[src/hdl/ptg_pkg.sv]
// Shared types, constants and the quarter-wave sine table for the tone generator.
package ptg_pkg;

    // Field widths
    localparam int FREQ_BITS   = 16;
    localparam int DUR_BITS    = 28;
    localparam int FRAC_BITS   = 16;
    localparam int SCALE_BITS  = 24;
    localparam int SAMPLE_BITS = 16;

    // Phase and table geometry (table depth is a power of two)
    localparam int PHASE_BITS     = 32;
    localparam int QUAD_BITS      = PHASE_BITS - 2;
    localparam int SINE_DEPTH     = 1024;
    localparam int SINE_ADDR_BITS = $clog2(SINE_DEPTH);

    // Tone length limit and sample counter width
    localparam int MAX_TONE_SAMPLES = 4095;
    localparam int COUNT_BITS       = $clog2(MAX_TONE_SAMPLES + 1);
    localparam int RAW_COUNT_BITS   = DUR_BITS + 1 - FRAC_BITS;

    // Command queue between front and back
    localparam int QUEUE_DEPTH     = 4;
    localparam int QUEUE_PTR_BITS  = $clog2(QUEUE_DEPTH);

    // Output buffer depth (two entries cover the registered table read)
    localparam int OBUF_DEPTH = 2;

    localparam logic [SCALE_BITS-1:0]         PHASE_SCALE_RESET = 24'd44739;
    localparam logic signed [SAMPLE_BITS-1:0] AMPLITUDE         = 16'sd32767;

    // Table build constants: pi in Q30 and ceil(2^64 / ((2n)(2n+1))) for the Taylor terms;
    // the reciprocal product is exact for every dividend below 2^33
    localparam longint unsigned PI_Q30       = 64'd3373259426;
    localparam logic [7:0][63:0] TAYLOR_RECIP = {
        64'hFFFF_FFFF_FFFF_FFFF / 64'd272 + 64'd1,
        64'hFFFF_FFFF_FFFF_FFFF / 64'd210 + 64'd1,
        64'hFFFF_FFFF_FFFF_FFFF / 64'd156 + 64'd1,
        64'hFFFF_FFFF_FFFF_FFFF / 64'd110 + 64'd1,
        64'hFFFF_FFFF_FFFF_FFFF / 64'd72  + 64'd1,
        64'hFFFF_FFFF_FFFF_FFFF / 64'd42  + 64'd1,
        64'hFFFF_FFFF_FFFF_FFFF / 64'd20  + 64'd1,
        64'hFFFF_FFFF_FFFF_FFFF / 64'd6   + 64'd1};

    typedef enum logic {
        OP_LOAD = 1'b0,
        OP_TICK = 1'b1
    } t_opcode;

    // One classified item as it travels from front to back
    typedef struct packed {
        logic                  is_load;
        logic [PHASE_BITS-1:0] incr;
        logic [COUNT_BITS-1:0] count;
    } t_cmd;

    typedef logic [SINE_DEPTH-1:0][SAMPLE_BITS-1:0] t_sine_rom;

    // Build floor(32767 * sin(pi/2 * k / depth)) in Q30 fixed point
    function automatic t_sine_rom build_sine_rom();
        t_sine_rom         rom;
        longint unsigned   x;
        longint unsigned   x2;
        longint unsigned   term;
        longint unsigned   prod;
        longint unsigned   v;
        longint            s;
        logic [127:0]      wide;
        rom = '0;
        for (int k = 0; k < SINE_DEPTH; k++) begin
            x    = (PI_Q30 * longint'(k)) >> (SINE_ADDR_BITS + 1);
            x2   = (x * x) >> 30;
            term = x;
            s    = longint'(x);
            for (int n = 1; n <= 8; n++) begin
                prod = (term * x2) >> 30;
                wide = 128'(prod) * 128'(TAYLOR_RECIP[n-1]);
                term = wide[127:64];
                if ((n & 1) == 1) begin
                    s = s - longint'(term);
                end else begin
                    s = s + longint'(term);
                end
            end
            if (s < 0) begin
                s = 0;
            end
            v = (longint'(s) * 64'd32767) >> 30;
            if (v > 64'd32767) begin
                v = 64'd32767;
            end
            rom[k] = v[SAMPLE_BITS-1:0];
        end
        return rom;
    endfunction

    localparam t_sine_rom SINE_ROM = build_sine_rom();

endpackage

[src/hdl/ptg_queue.sv]
// Short command queue between the front end and the sample engine.
module ptg_queue
    import ptg_pkg::*;
(
    input  logic i_clk,
    input  logic i_rst_n,
    input  logic i_push,
    input  t_cmd i_cmd,
    input  logic i_pop,
    output logic o_full,
    output logic o_valid,
    output t_cmd o_cmd
);

    t_cmd                    r_entry [QUEUE_DEPTH];
    logic [QUEUE_PTR_BITS-1:0] r_wptr;
    logic [QUEUE_PTR_BITS-1:0] r_rptr;
    logic [QUEUE_PTR_BITS:0]   r_cnt;
    logic [QUEUE_PTR_BITS:0]   n_cnt;

    assign o_full  = (r_cnt == (QUEUE_PTR_BITS + 1)'(QUEUE_DEPTH));
    assign o_valid = (r_cnt != '0);
    assign o_cmd   = r_entry[r_rptr];

    // Track fill level
    always_comb begin
        n_cnt = r_cnt;
        if (i_push && !i_pop) begin
            n_cnt = r_cnt + 1'b1;
        end else if (i_pop && !i_push) begin
            n_cnt = r_cnt - 1'b1;
        end
    end

    // Store on push
    always_ff @(posedge i_clk) begin
        if (i_push) begin
            r_entry[r_wptr] <= i_cmd;
        end
    end

    // Advance pointers
    always_ff @(posedge i_clk) begin
        if (!i_rst_n) begin
            r_wptr <= '0;
            r_rptr <= '0;
            r_cnt  <= '0;
        end else begin
            if (i_push) begin
                r_wptr <= r_wptr + 1'b1;
            end
            if (i_pop) begin
                r_rptr <= r_rptr + 1'b1;
            end
            r_cnt <= n_cnt;
        end
    end

    a_no_overflow: assert property (@(posedge i_clk) disable iff (!i_rst_n)
        o_full |-> (!i_push || i_pop))
        else $error("command queue pushed while full");

    a_no_underflow: assert property (@(posedge i_clk) disable iff (!i_rst_n)
        i_pop |-> o_valid)
        else $error("command queue popped while empty");

endmodule

[config.mk]
export PLATFORM = sky130hd
export DESIGN_NAME = ptg_queue
export DESIGN_NICKNAME = d
export VERILOG_FILES = /design/src/hdl/ptg_pkg.sv /design/src/hdl/ptg_queue.sv
export SDC_FILE = /design/constraint.sdc
export NUM_CORES = 1
export LEC_CHECK = 0
export BUFFER_PORTS_ARGS = -buffer_cell sky130_fd_sc_hd__buf_2
export CORE_MARGIN = 1
export CORE_UTILIZATION = 50
export CTS_CLUSTER_SIZE = 40
export DETAILED_ROUTE_END_ITERATION = 6
export PLACE_DENSITY = 0.69
export RECOVER_POWER = 50
export SYNTH_ARGS = -nofsm -noshare
export SYNTH_HDL_FRONTEND = slang
export SYNTH_SLANG_ARGS = --single-unit
export TNS_END_PERCENT = 5
[constraint.sdc]
create_clock -name i_clk -period 2.5 [get_ports i_clk]
set_clock_uncertainty 0.15 [all_clocks]
set_input_delay 0.125 -clock i_clk [delete_from_list [all_inputs] [get_ports i_clk]]
set_output_delay 0.125 -clock i_clk [all_outputs]
set_load 0.01 [all_outputs]
==> reports/metrics.cfg <==
[critical_path]
path_cells=buf_4 -> mux4_2 -> buf_2
arrival_ns=2.02
crit_buf_inv=2
critPathMaxFanout=19
critPathRequiredTime_ns=2.23
critPathMaxStageDelay_ns=0.60
slowest_stage=dfxtp_4
path_class=flip-flop to output port
crit_path_start_kind=flip-flop
critical-path-top-delay-family=flip-flops
end_kind=output port

[die]
die_h_um=120
start_util=0.520
die_area_sq_um=14500
die_w_um=120
rows=42
ios=96
core_area_sq_um=13500

[route]
first_pass_iters=4
drt_iter0_markers=328
drt_wl_total_mm=12.0
drtAntennaViolNets=0
drc=0
avgViaCountPerCell=5.33
routedWlPerCell_um=19.1
vias=3361

[synth]
synth-edff-count=180
yosys_warnings=0
synth_cell_type_count=21
synth_nets=333
synth_area_leaders=edfxtp_1, mux4_2, dfxtp_1
synth_top_area_frac=0.772
async_flop_share=0
ys.flop_type=edfxtp_1
ys_top_cells_by_count=edfxtp_1, mux4_2, and2_1, dfxtp_1
syn_avg_cell_area_sq_um=25.2
synth_area_sq_um=7000
post-synth-top-count-cell=edfxtp_1
yosysTopAreaCell=edfxtp_1
netlist_instances=278
synth-seq-area-share=0.798
ys_ff_latch=189

[placed_design]
detailed_place_hpwl_mm=7.11
gp_congestion=0.745
portBuffers=95

[sta]
finalCritPeriodShare=0.919
tightestPinTransition_ns=1.33
post-route-min-period_ns=2.30
slew_headroom=0.114
hold_viol=0
rsz0062_at_grt=false
fin_setup_tns_ns=0
maxSlewViolCount=0
hold-worst-slack_ns=0.354
finalSetupViolations=0
max_freq_ghz=0.435

[clock_tree]
tritoncts=done
cts_sinks=189
clk_path_buf_depth=2
clock-root-buffer=clkbuf_16
htreeDepth=4
insertion_delay_ns=0.42
clk_pin_slew_worst_paths_ns=0.06
post_cts_resized=0
cts_buffers=17

[power]
intPower_mw=5.25
power_switching_mw=1.45
switching_share=0.216
pwr_density_cell_nw_per_um2=776
pwr-share-seq=0.553
peakVddDrop_mv=0.498
power.leakage_nw=2.88
clkPwrFrac=0.340
combPwrFrac=0.107

[layout]
layout-drive-gt1-share=0.278
fin_nets=495
area_growth_syn_to_layout_pct=23.3
fillers=997

[run_status]
outcome=complete, no violations

[grt]
grt_max_degree=46
grt_use_total=0.186
grt_pass1_vias=3486
overflow=0
antenna_found_initial=1
grt_pass1_wl_mm=19.2

[worst_hold_path]
hp-class=primary input to flip-flop

[flow_run]
cap_violations=0

-- power by group through the flow --
stage	sequential (mW)	combinational (mW)	clock (mW)
2_1_floorplan	3.73	0.436	0
3_3_place_gp	3.77	0.666	0
3_5_place_dp	3.77	0.677	0
4_1_cts	3.71	0.739	2.33
5_1_grt	3.72	0.774	2.47
6_report	3.70	0.713	2.28
-- metal layers --
layer	vias up	GRT usage	wire, um
met5	-	0	0
met4	0	0.0532	99
met1	1757	0.259	5430
li1	1503	-	-
met3	10	0.0613	608
met2	91	0.282	5900
-- through the flow --
stage / util / setup WS (ns) / instances / power (mW) / area (sq um)
floorplan: - / 0.322 / 278 / 4.17 / 7000
global placement: 0.574 / 0.580 / 548 / 4.43 / 7720
detailed placement: 0.574 / 0.584 / 548 / 4.45 / 7720
CTS: 0.647 / 0.130 / 629 / 6.78 / 8700
global route: 0.642 / 0.0581 / 630 / 6.97 / 8630
finish: 0.642 / 0.203 / 630 / 6.70 / 8630
-- layout make-up --
cell class              count  area (sq um)  area share
diodes                      1          2.50    0.000290
clock buffers              22           444      0.0515
clock inverters            10          50.0     0.00580
inverters                   4          15.0     0.00174
multi-input cells          75          1290       0.149
flip-flops and latches    189          5590       0.648
well taps                 176           220      0.0255
repair buffers            153          1020       0.118
-- worst paths after layout --
path	cells past startpoint	start	slack, ns	endpoint
worst max register to register	3	r_wptr[0]$_SDFFE_PN0P_	0.27	r_entry[3][9]$_DFFE_PP_
worst max-delay path	3	flip-flop	0.20	o_cmd[13]
worst min register to register	2	r_cnt[2]$_SDFFE_PN0P_	0.36	r_cnt[2]$_SDFFE_PN0P_
worst min-delay path	2	i_cmd[23]	0.35	r_entry[2][23]$_DFFE_PP_
-- what timing repair did --
action                                  4_1_cts  5_1_grt
endpoints found under the hold margin       189        0
hold buffers                                 49        0
buffers inserted                              0        0
endpoints found under the setup margin        0        0
-- kinds of logic after synthesis --
group | Yosys count | synth area share
xor+xnor | 5 | 0.00626
fa+ha+maj | 6 | 0.0118
mux | 47 | 0.150
buf+inv | 14 | 0.0188
flops | 189 | 0.798
simple gates | 15 | 0.0132
compound gates | 2 | 0.00179
-- worst reg2reg max path: cells and delay by family, from the launching register on --
family	cells	cell delay, ns
adders and majority gates	1	0.16
buffers and inverters	1	0.97
and+or+nand+nor	1	0.13
DFF	1	0.40
-- state kept, by name, summed over array words and instances (netlist names), named ones only --
register,cells
r_entry,180
r_wptr,2
r_cnt,3
r_rptr,2
-- placed cells by master (no fill, tap or decap), drive strengths merged --
cell type	netlist	final
nor3b	1	1
ha	5	5
fa	1	1
edfxtp	180	180
dfxtp	9	9
buf	9	55
diode	0	1
clkinv	0	10
clkbuf	1	71
mux2i	2	2
and2	9	9
dlygate4sd3	0	49
nor2b	2	2
or3	2	2
a21boi	1	1
xor2	3	3
inv	4	4
nand2	1	1
mux4	45	45
o21ai	1	1
xnor2	2	2
No activity file was read; power rests on OpenSTA's default activity.
