$ cat src/hdl/ptg_pkg.sv
// Shared types, constants and the quarter-wave sine table for the tone generator.
package ptg_pkg;

    // Field widths
    localparam int FREQ_BITS   = 16;
    localparam int DUR_BITS    = 28;
    localparam int FRAC_BITS   = 16;
    localparam int SCALE_BITS  = 24;
    localparam int SAMPLE_BITS = 16;

    // Phase and table geometry (table depth is a power of two)
    localparam int PHASE_BITS     = 32;
    localparam int QUAD_BITS      = PHASE_BITS - 2;
    localparam int SINE_DEPTH     = 1024;
    localparam int SINE_ADDR_BITS = $clog2(SINE_DEPTH);

    // Tone length limit and sample counter width
    localparam int MAX_TONE_SAMPLES = 4095;
    localparam int COUNT_BITS       = $clog2(MAX_TONE_SAMPLES + 1);
    localparam int RAW_COUNT_BITS   = DUR_BITS + 1 - FRAC_BITS;

    // Command queue between front and back
    localparam int QUEUE_DEPTH     = 4;
    localparam int QUEUE_PTR_BITS  = $clog2(QUEUE_DEPTH);

    // Output buffer depth (two entries cover the registered table read)
    localparam int OBUF_DEPTH = 2;

    localparam logic [SCALE_BITS-1:0]         PHASE_SCALE_RESET = 24'd44739;
    localparam logic signed [SAMPLE_BITS-1:0] AMPLITUDE         = 16'sd32767;

    // Table build constants: pi in Q30 and ceil(2^64 / ((2n)(2n+1))) for the Taylor terms;
    // the reciprocal product is exact for every dividend below 2^33
    localparam longint unsigned PI_Q30       = 64'd3373259426;
    localparam logic [7:0][63:0] TAYLOR_RECIP = {
        64'hFFFF_FFFF_FFFF_FFFF / 64'd272 + 64'd1,
        64'hFFFF_FFFF_FFFF_FFFF / 64'd210 + 64'd1,
        64'hFFFF_FFFF_FFFF_FFFF / 64'd156 + 64'd1,
        64'hFFFF_FFFF_FFFF_FFFF / 64'd110 + 64'd1,
        64'hFFFF_FFFF_FFFF_FFFF / 64'd72  + 64'd1,
        64'hFFFF_FFFF_FFFF_FFFF / 64'd42  + 64'd1,
        64'hFFFF_FFFF_FFFF_FFFF / 64'd20  + 64'd1,
        64'hFFFF_FFFF_FFFF_FFFF / 64'd6   + 64'd1};

    typedef enum logic {
        OP_LOAD = 1'b0,
        OP_TICK = 1'b1
    } t_opcode;

    // One classified item as it travels from front to back
    typedef struct packed {
        logic                  is_load;
        logic [PHASE_BITS-1:0] incr;
        logic [COUNT_BITS-1:0] count;
    } t_cmd;

    typedef logic [SINE_DEPTH-1:0][SAMPLE_BITS-1:0] t_sine_rom;

    // Build floor(32767 * sin(pi/2 * k / depth)) in Q30 fixed point
    function automatic t_sine_rom build_sine_rom();
        t_sine_rom         rom;
        longint unsigned   x;
        longint unsigned   x2;
        longint unsigned   term;
        longint unsigned   prod;
        longint unsigned   v;
        longint            s;
        logic [127:0]      wide;
        rom = '0;
        for (int k = 0; k < SINE_DEPTH; k++) begin
            x    = (PI_Q30 * longint'(k)) >> (SINE_ADDR_BITS + 1);
            x2   = (x * x) >> 30;
            term = x;
            s    = longint'(x);
            for (int n = 1; n <= 8; n++) begin
                prod = (term * x2) >> 30;
                wide = 128'(prod) * 128'(TAYLOR_RECIP[n-1]);
                term = wide[127:64];
                if ((n & 1) == 1) begin
                    s = s - longint'(term);
                end else begin
                    s = s + longint'(term);
                end
            end
            if (s < 0) begin
                s = 0;
            end
            v = (longint'(s) * 64'd32767) >> 30;
            if (v > 64'd32767) begin
                v = 64'd32767;
            end
            rom[k] = v[SAMPLE_BITS-1:0];
        end
        return rom;
    endfunction

    localparam t_sine_rom SINE_ROM = build_sine_rom();

endpackage

$ cat src/hdl/ptg_front.sv
// Front end: accepts items, holds the scale register and fraction carry, builds commands.
module ptg_front
    import ptg_pkg::*;
(
    input  logic                  i_clk,
    input  logic                  i_rst_n,
    input  logic                  i_valid,
    output logic                  o_stall,
    input  logic                  i_opcode,
    input  logic [FREQ_BITS-1:0]  i_tone_frequency,
    input  logic [DUR_BITS-1:0]   i_tone_duration,
    input  logic                  i_cfg_valid,
    output logic                  o_cfg_ready,
    input  logic [SCALE_BITS-1:0] i_cfg_data,
    input  logic                  i_fill_busy,
    input  logic                  i_q_full,
    output logic                  o_push,
    output t_cmd                  o_cmd
);

    logic [SCALE_BITS-1:0]           r_phase_scale;
    logic [FRAC_BITS-1:0]            r_carry;
    logic                            is_load;
    logic [DUR_BITS:0]               total;
    logic [RAW_COUNT_BITS-1:0]       count_raw;
    logic [COUNT_BITS-1:0]           count_sat;
    logic [FREQ_BITS+SCALE_BITS-1:0] product;

    // Hold off items while the table loads or the queue is full
    assign o_stall     = i_fill_busy || i_q_full;
    assign o_push      = i_valid && !o_stall;
    assign o_cfg_ready = 1'b1;

    // Classify the item and work out tone length and phase step
    always_comb begin
        is_load   = (t_opcode'(i_opcode) == OP_LOAD);
        total     = {1'b0, i_tone_duration} + (DUR_BITS + 1)'(r_carry);
        count_raw = total[DUR_BITS:FRAC_BITS];
        if (count_raw > RAW_COUNT_BITS'(MAX_TONE_SAMPLES)) begin
            count_sat = COUNT_BITS'(MAX_TONE_SAMPLES);
        end else begin
            count_sat = COUNT_BITS'(count_raw);
        end
        product       = i_tone_frequency * r_phase_scale;
        o_cmd.is_load = is_load;
        o_cmd.incr    = PHASE_BITS'(product);
        o_cmd.count   = count_sat;
    end

    // Scale register and carried fraction
    always_ff @(posedge i_clk) begin
        if (!i_rst_n) begin
            r_phase_scale <= PHASE_SCALE_RESET;
            r_carry       <= '0;
        end else begin
            if (i_cfg_valid) begin
                r_phase_scale <= i_cfg_data;
            end
            if (o_push && is_load) begin
                r_carry <= total[FRAC_BITS-1:0];
            end
        end
    end

endmodule

$ cat config.mk
export PLATFORM = sky130hd
export DESIGN_NAME = ptg_front
export DESIGN_NICKNAME = d
export VERILOG_FILES = /design/src/hdl/ptg_pkg.sv /design/src/hdl/ptg_front.sv
export SDC_FILE = /design/constraint.sdc
export NUM_CORES = 1
export LEC_CHECK = 0
export ABC_AREA = 1
export ABC_CLOCK_PERIOD_IN_PS = 6400
export BUFFER_PORTS_ARGS = -buffer_cell sky130_fd_sc_hd__buf_2
export CAP_MARGIN = 15
export CORE_MARGIN = 3
export CORE_UTILIZATION = 45
export DETAILED_ROUTE_END_ITERATION = 8
export PLACE_DENSITY = 0.67
export SLEW_MARGIN = 20
export SYNTH_ARGS = -nofsm -noshare
export SYNTH_HDL_FRONTEND = slang
export SYNTH_SLANG_ARGS = --single-unit
$ cat constraint.sdc
create_clock -name i_clk -period 6.4 [get_ports i_clk]
set_clock_uncertainty 0.15 [all_clocks]
set_input_delay 0.64 -clock i_clk [delete_from_list [all_inputs] [get_ports i_clk]]
set_output_delay 0.64 -clock i_clk [all_outputs]
set_load 0.03 [all_outputs]
==> flow_summary.rst <==
.. list-table::
   :header-rows: 1

   * - Metric
     - Value
   * - Portion of the post-synthesis area used by sequential elements
     - 0.0556
   * - Fraction of layout instances using a drive strength above 1
     - 0.265
   * - Initial antenna violation count
     - 0
   * - GR Overflow Total
     - 0
   * - Total global-route track usage
     - 0.236
   * - Clock sink count
     - 40
   * - Fin area
     - approximately 19000 µm²
   * - Kind of start point of the critical path
     - primary input
   * - Ports
     - 123
   * - Wire length of the first global-routing pass
     - 66.0 mm
   * - Run status
     - complete, but fails checks
   * - Buffers from clock root to sink, at most
     - 2
   * - Post-detailed-placement cell area
     - around 16000 µm²
   * - Remaining max-slew budget at the tightest pin
     - 0.501
   * - Chip Width
     - approximately 180 µm
   * - Hpwl dp
     - ~33 mm
   * - Slew of the pin with the lowest slew margin
     - 0.748 ns
   * - Data arrival at the endpoint of the critical path
     - 5.65 ns
   * - Pins Over Slew Limit
     - 0
   * - Clock tree from TritonCTS
     - built
   * - Worst-case setup margin in the final layout
     - -0.0450 ns
   * - Maximum number of pins on one net before global-route repair
     - 40
   * - Post-route clock period utilization
     - 1.01
   * - Number of rows in the core area
     - 64
   * - Finished Layout Cells
     - 2668
   * - Remaining routing DRC violations
     - 0
   * - Number of global-route vias before repair
     - 14000
   * - Area growth from synthesis to final layout
     - 28.5%
   * - Fmax achieved
     - 155 MHz
   * - Library cells used by synthesis
     - 40
   * - Maximum level of the CTS H-tree
     - 2
   * - Die Area
     - roughly 34000 µm²
   * - CTS clock-pin slew for the worst setup and hold paths
     - 0.06 ns
   * - Kind of capture point of the worst setup path
     - output pin
   * - RSZ-0062 raised after global routing
     - true
   * - Register bit count reported by yosys
     - 40
   * - Total count of hold-check failures in the final report
     - 0
   * - Slowest cell delay on critical path
     - about 0.53 ns
   * - Placeable Area
     - 31100 µm²
   * - Origin of the worst min-delay path
     - r_carry[2]
   * - Antenna violation net count after detailed routing
     - 0
   * - Worst-path maximum fanout
     - 6
   * - Slowest stage cell on the critical path
     - sky130_fd_sc_hd__fa_1
   * - Min-delay worst type
     - register to register
   * - Die height
     - 185 µm
   * - Routability-driven placement congestion ratio
     - 0.900
   * - Clock root buffer master
     - sky130_fd_sc_hd__clkbuf_16
   * - Setup-violating endpoint count in the final report
     - 5
   * - Number of CTS-inserted buffers
     - 5
   * - Detailed-route via count
     - 13500
   * - Average detailed-routed wire length per instance
     - 15.4 µm
   * - Sum of negative setup slack
     - -0.125 ns
   * - Synthesized netlist cell count
     - between 2000 and 2500
   * - Post-Syn Nets
     - between 2000 and 2500
   * - Data required, critical path
     - 5.61 ns
   * - Placed insts
     - 2618
   * - Failing checks
     - negative setup slack
   * - Number of maximum-capacitance constraint violations
     - 0
   * - Top cell family by delay on the critical path
     - adder cells
   * - Total of buffers placed on input and output ports
     - 121
   * - Initial Utilization
     - 0.464
   * - Netlist area before placement
     - 14400 µm²
   * - Cell repeated most along the worst path
     - sky130_fd_sc_hd__fa_1
   * - Overall routed net length
     - 41.1 mm
   * - Worst reg2reg path startpoint
     - r_carry[0]
   * - Critical path class
     - primary input to output pin
   * - Violation count after the first detailed-route iteration
     - 665
   * - Worst-skew pair later-pin latency
     - 0.29 ns
   * - Worst setup startpoint
     - i_tone_frequency[14]
   * - Worst setup slack after placement
     - -0.304 ns
   * - Number of warnings issued by yosys
     - 0
   * - Ordered cell list for the critical path
     - buf_12 > buf_8 > buf_4 > nand2_1 > inv_1 > fa_1 > fa_1 > fa_1 > fa_2 > fa_1 > inv_1 > fa_1 > inv_2 > ha_4 > nand2_4 > buf_4 > nor2_4 > inv_2 > nor3_4 > nand4_1 > nand3_1 > nand2_1 > nand2_2 > buf_6
   * - First-pass iteration count of the detailed router
     - 5
   * - Via count normalized by instance count
     - between 5 and 6
   * - Final #Nets
     - 2720
   * - Buffers and inverters on the worst path
     - 9
   * - Antenna diodes
     - 0
   * - Average footprint of a synthesized cell
     - ~7.1 µm²
   * - Fin crit period
     - 6.44 ns
## Yosys cell counts, drive strengths merged
library cell  number  area [µm²]
nand3             71         385
conb               1        3.75
ha                93        1160
a31oi              5        31.3
inv              565        2120
nor3              12        76.3
and3               1        6.26
a211oi             1        7.51
nand2            581        2210
fa               281        5630
xor2              29         254
clkbuf            79         297
nor2              92         348
dfxtp             40         801
a21o               6        46.3
o21a               5        37.5
or2                3        18.8
nand2b             1        6.26
o21ai             55         275
xnor2              6        52.6
o21bai            13        97.6
nor4               1        6.26
buf               10        56.3
o211ai             5        37.5
nand4             22         144
a21oi             52         260
nand3b             3        22.5
a21boi             2        15.0
## worst reg2reg max path: cells and delay by family (launching register included)
family | cells | cell delay (ns)
AND/OR/NAND/NOR | 7 | 0.70
adder cells (fa/ha/maj) | 2 | 0.57
flip-flops | 1 | 0.34
buffers and inverters | 3 | 0.19
AO/OA/AOI/OAI | 1 | 0.10
## cell type report
cell class / instances / area, µm²
Clock inverter: 3 / 46.3
Timing Repair Buffer: 318 / 2620
Tap cell: 396 / 495
Clock buffer: 5 / 125
Fill cell: 2719 / 12600
Sequential cell: 40 / 830
Multi-Input combinational cell: 1341 / 12300
Inverter: 565 / 2120
## cells in the final DEF, fill, tap and decap left out, types with 11 or more instances in the layout
| cell | netlist | layout |
|---|---|---|
| sky130_fd_sc_hd__inv_2 | 6 | 51 |
| sky130_fd_sc_hd__nor2_1 | 91 | 65 |
| sky130_fd_sc_hd__buf_2 | 3 | 90 |
| sky130_fd_sc_hd__a21oi_2 | 0 | 13 |
| sky130_fd_sc_hd__fa_2 | 0 | 18 |
| sky130_fd_sc_hd__nor2_2 | 1 | 11 |
| sky130_fd_sc_hd__nand2_2 | 10 | 51 |
| sky130_fd_sc_hd__buf_12 | 0 | 12 |
| sky130_fd_sc_hd__nor2_4 | 0 | 16 |
| sky130_fd_sc_hd__buf_4 | 2 | 156 |
| sky130_fd_sc_hd__nand2_1 | 571 | 518 |
| sky130_fd_sc_hd__dfxtp_2 | 0 | 11 |
| sky130_fd_sc_hd__nand3_1 | 65 | 58 |
| sky130_fd_sc_hd__nand3_2 | 6 | 13 |
| sky130_fd_sc_hd__dfxtp_1 | 40 | 25 |
| sky130_fd_sc_hd__inv_1 | 559 | 514 |
| sky130_fd_sc_hd__o21ai_0 | 49 | 38 |
| sky130_fd_sc_hd__a21oi_1 | 52 | 32 |
| sky130_fd_sc_hd__nand2_4 | 0 | 11 |
| sky130_fd_sc_hd__nand4_1 | 21 | 21 |
| sky130_fd_sc_hd__ha_4 | 0 | 25 |
| sky130_fd_sc_hd__ha_1 | 93 | 68 |
| sky130_fd_sc_hd__buf_6 | 1 | 50 |
| sky130_fd_sc_hd__xor2_1 | 29 | 21 |
| sky130_fd_sc_hd__fa_1 | 281 | 263 |
## repair_timing
item	4_1_cts	5_1_grt
hold buffers	0	0
cloned	2	4
gates resized for setup	141	273
pin swaps	41	136
setup buffers	3	35
setup endpoints to repair	19	20
## logic make-up after synthesis
| family | share of synthesized area |
|---|---|
| compound gates | 0.0561 |
| other cells | 0.000260 |
| fa+ha+maj | 0.471 |
| buf+inv | 0.172 |
| simple gates | 0.224 |
| flops | 0.0556 |
| xor+xnor | 0.0213 |
## path summary, 6_finish.rpt
check	end	slack, ns	cells past startpoint
max	o_cmd[37]	-0.04	24
min	r_carry[2]	0.32	2
min reg2reg	r_carry[2]	0.32	2
max reg2reg	r_carry[10]	4.26	13
## metrics by stage
| stage | hold WS (ns) | util |
|---|---|---|
| global route | 0.355 | 0.596 |
| finish | 0.324 | 0.596 |
| detailed placement | 0.317 | 0.529 |
| global placement | 0.310 | 0.529 |
| CTS | 0.326 | 0.553 |
| floorplan | 0.296 | - |
## layer usage
layer  vias to the layer above  track usage  routed length (µm)
li1                       6343            -                   -
met1                      6605        0.296               16400
met2                       420        0.444               21600
met3                        84       0.0141                1890
met4                         0       0.0564                1200
met5                         -            0                   0
## state kept, by name, summed over array words and instances, names as in the netlist
name           count
r_phase_scale     24
r_carry           16
Power is not shown: default switching activity piles up to over one toggle a cycle in this logic, so the estimate is an artifact.
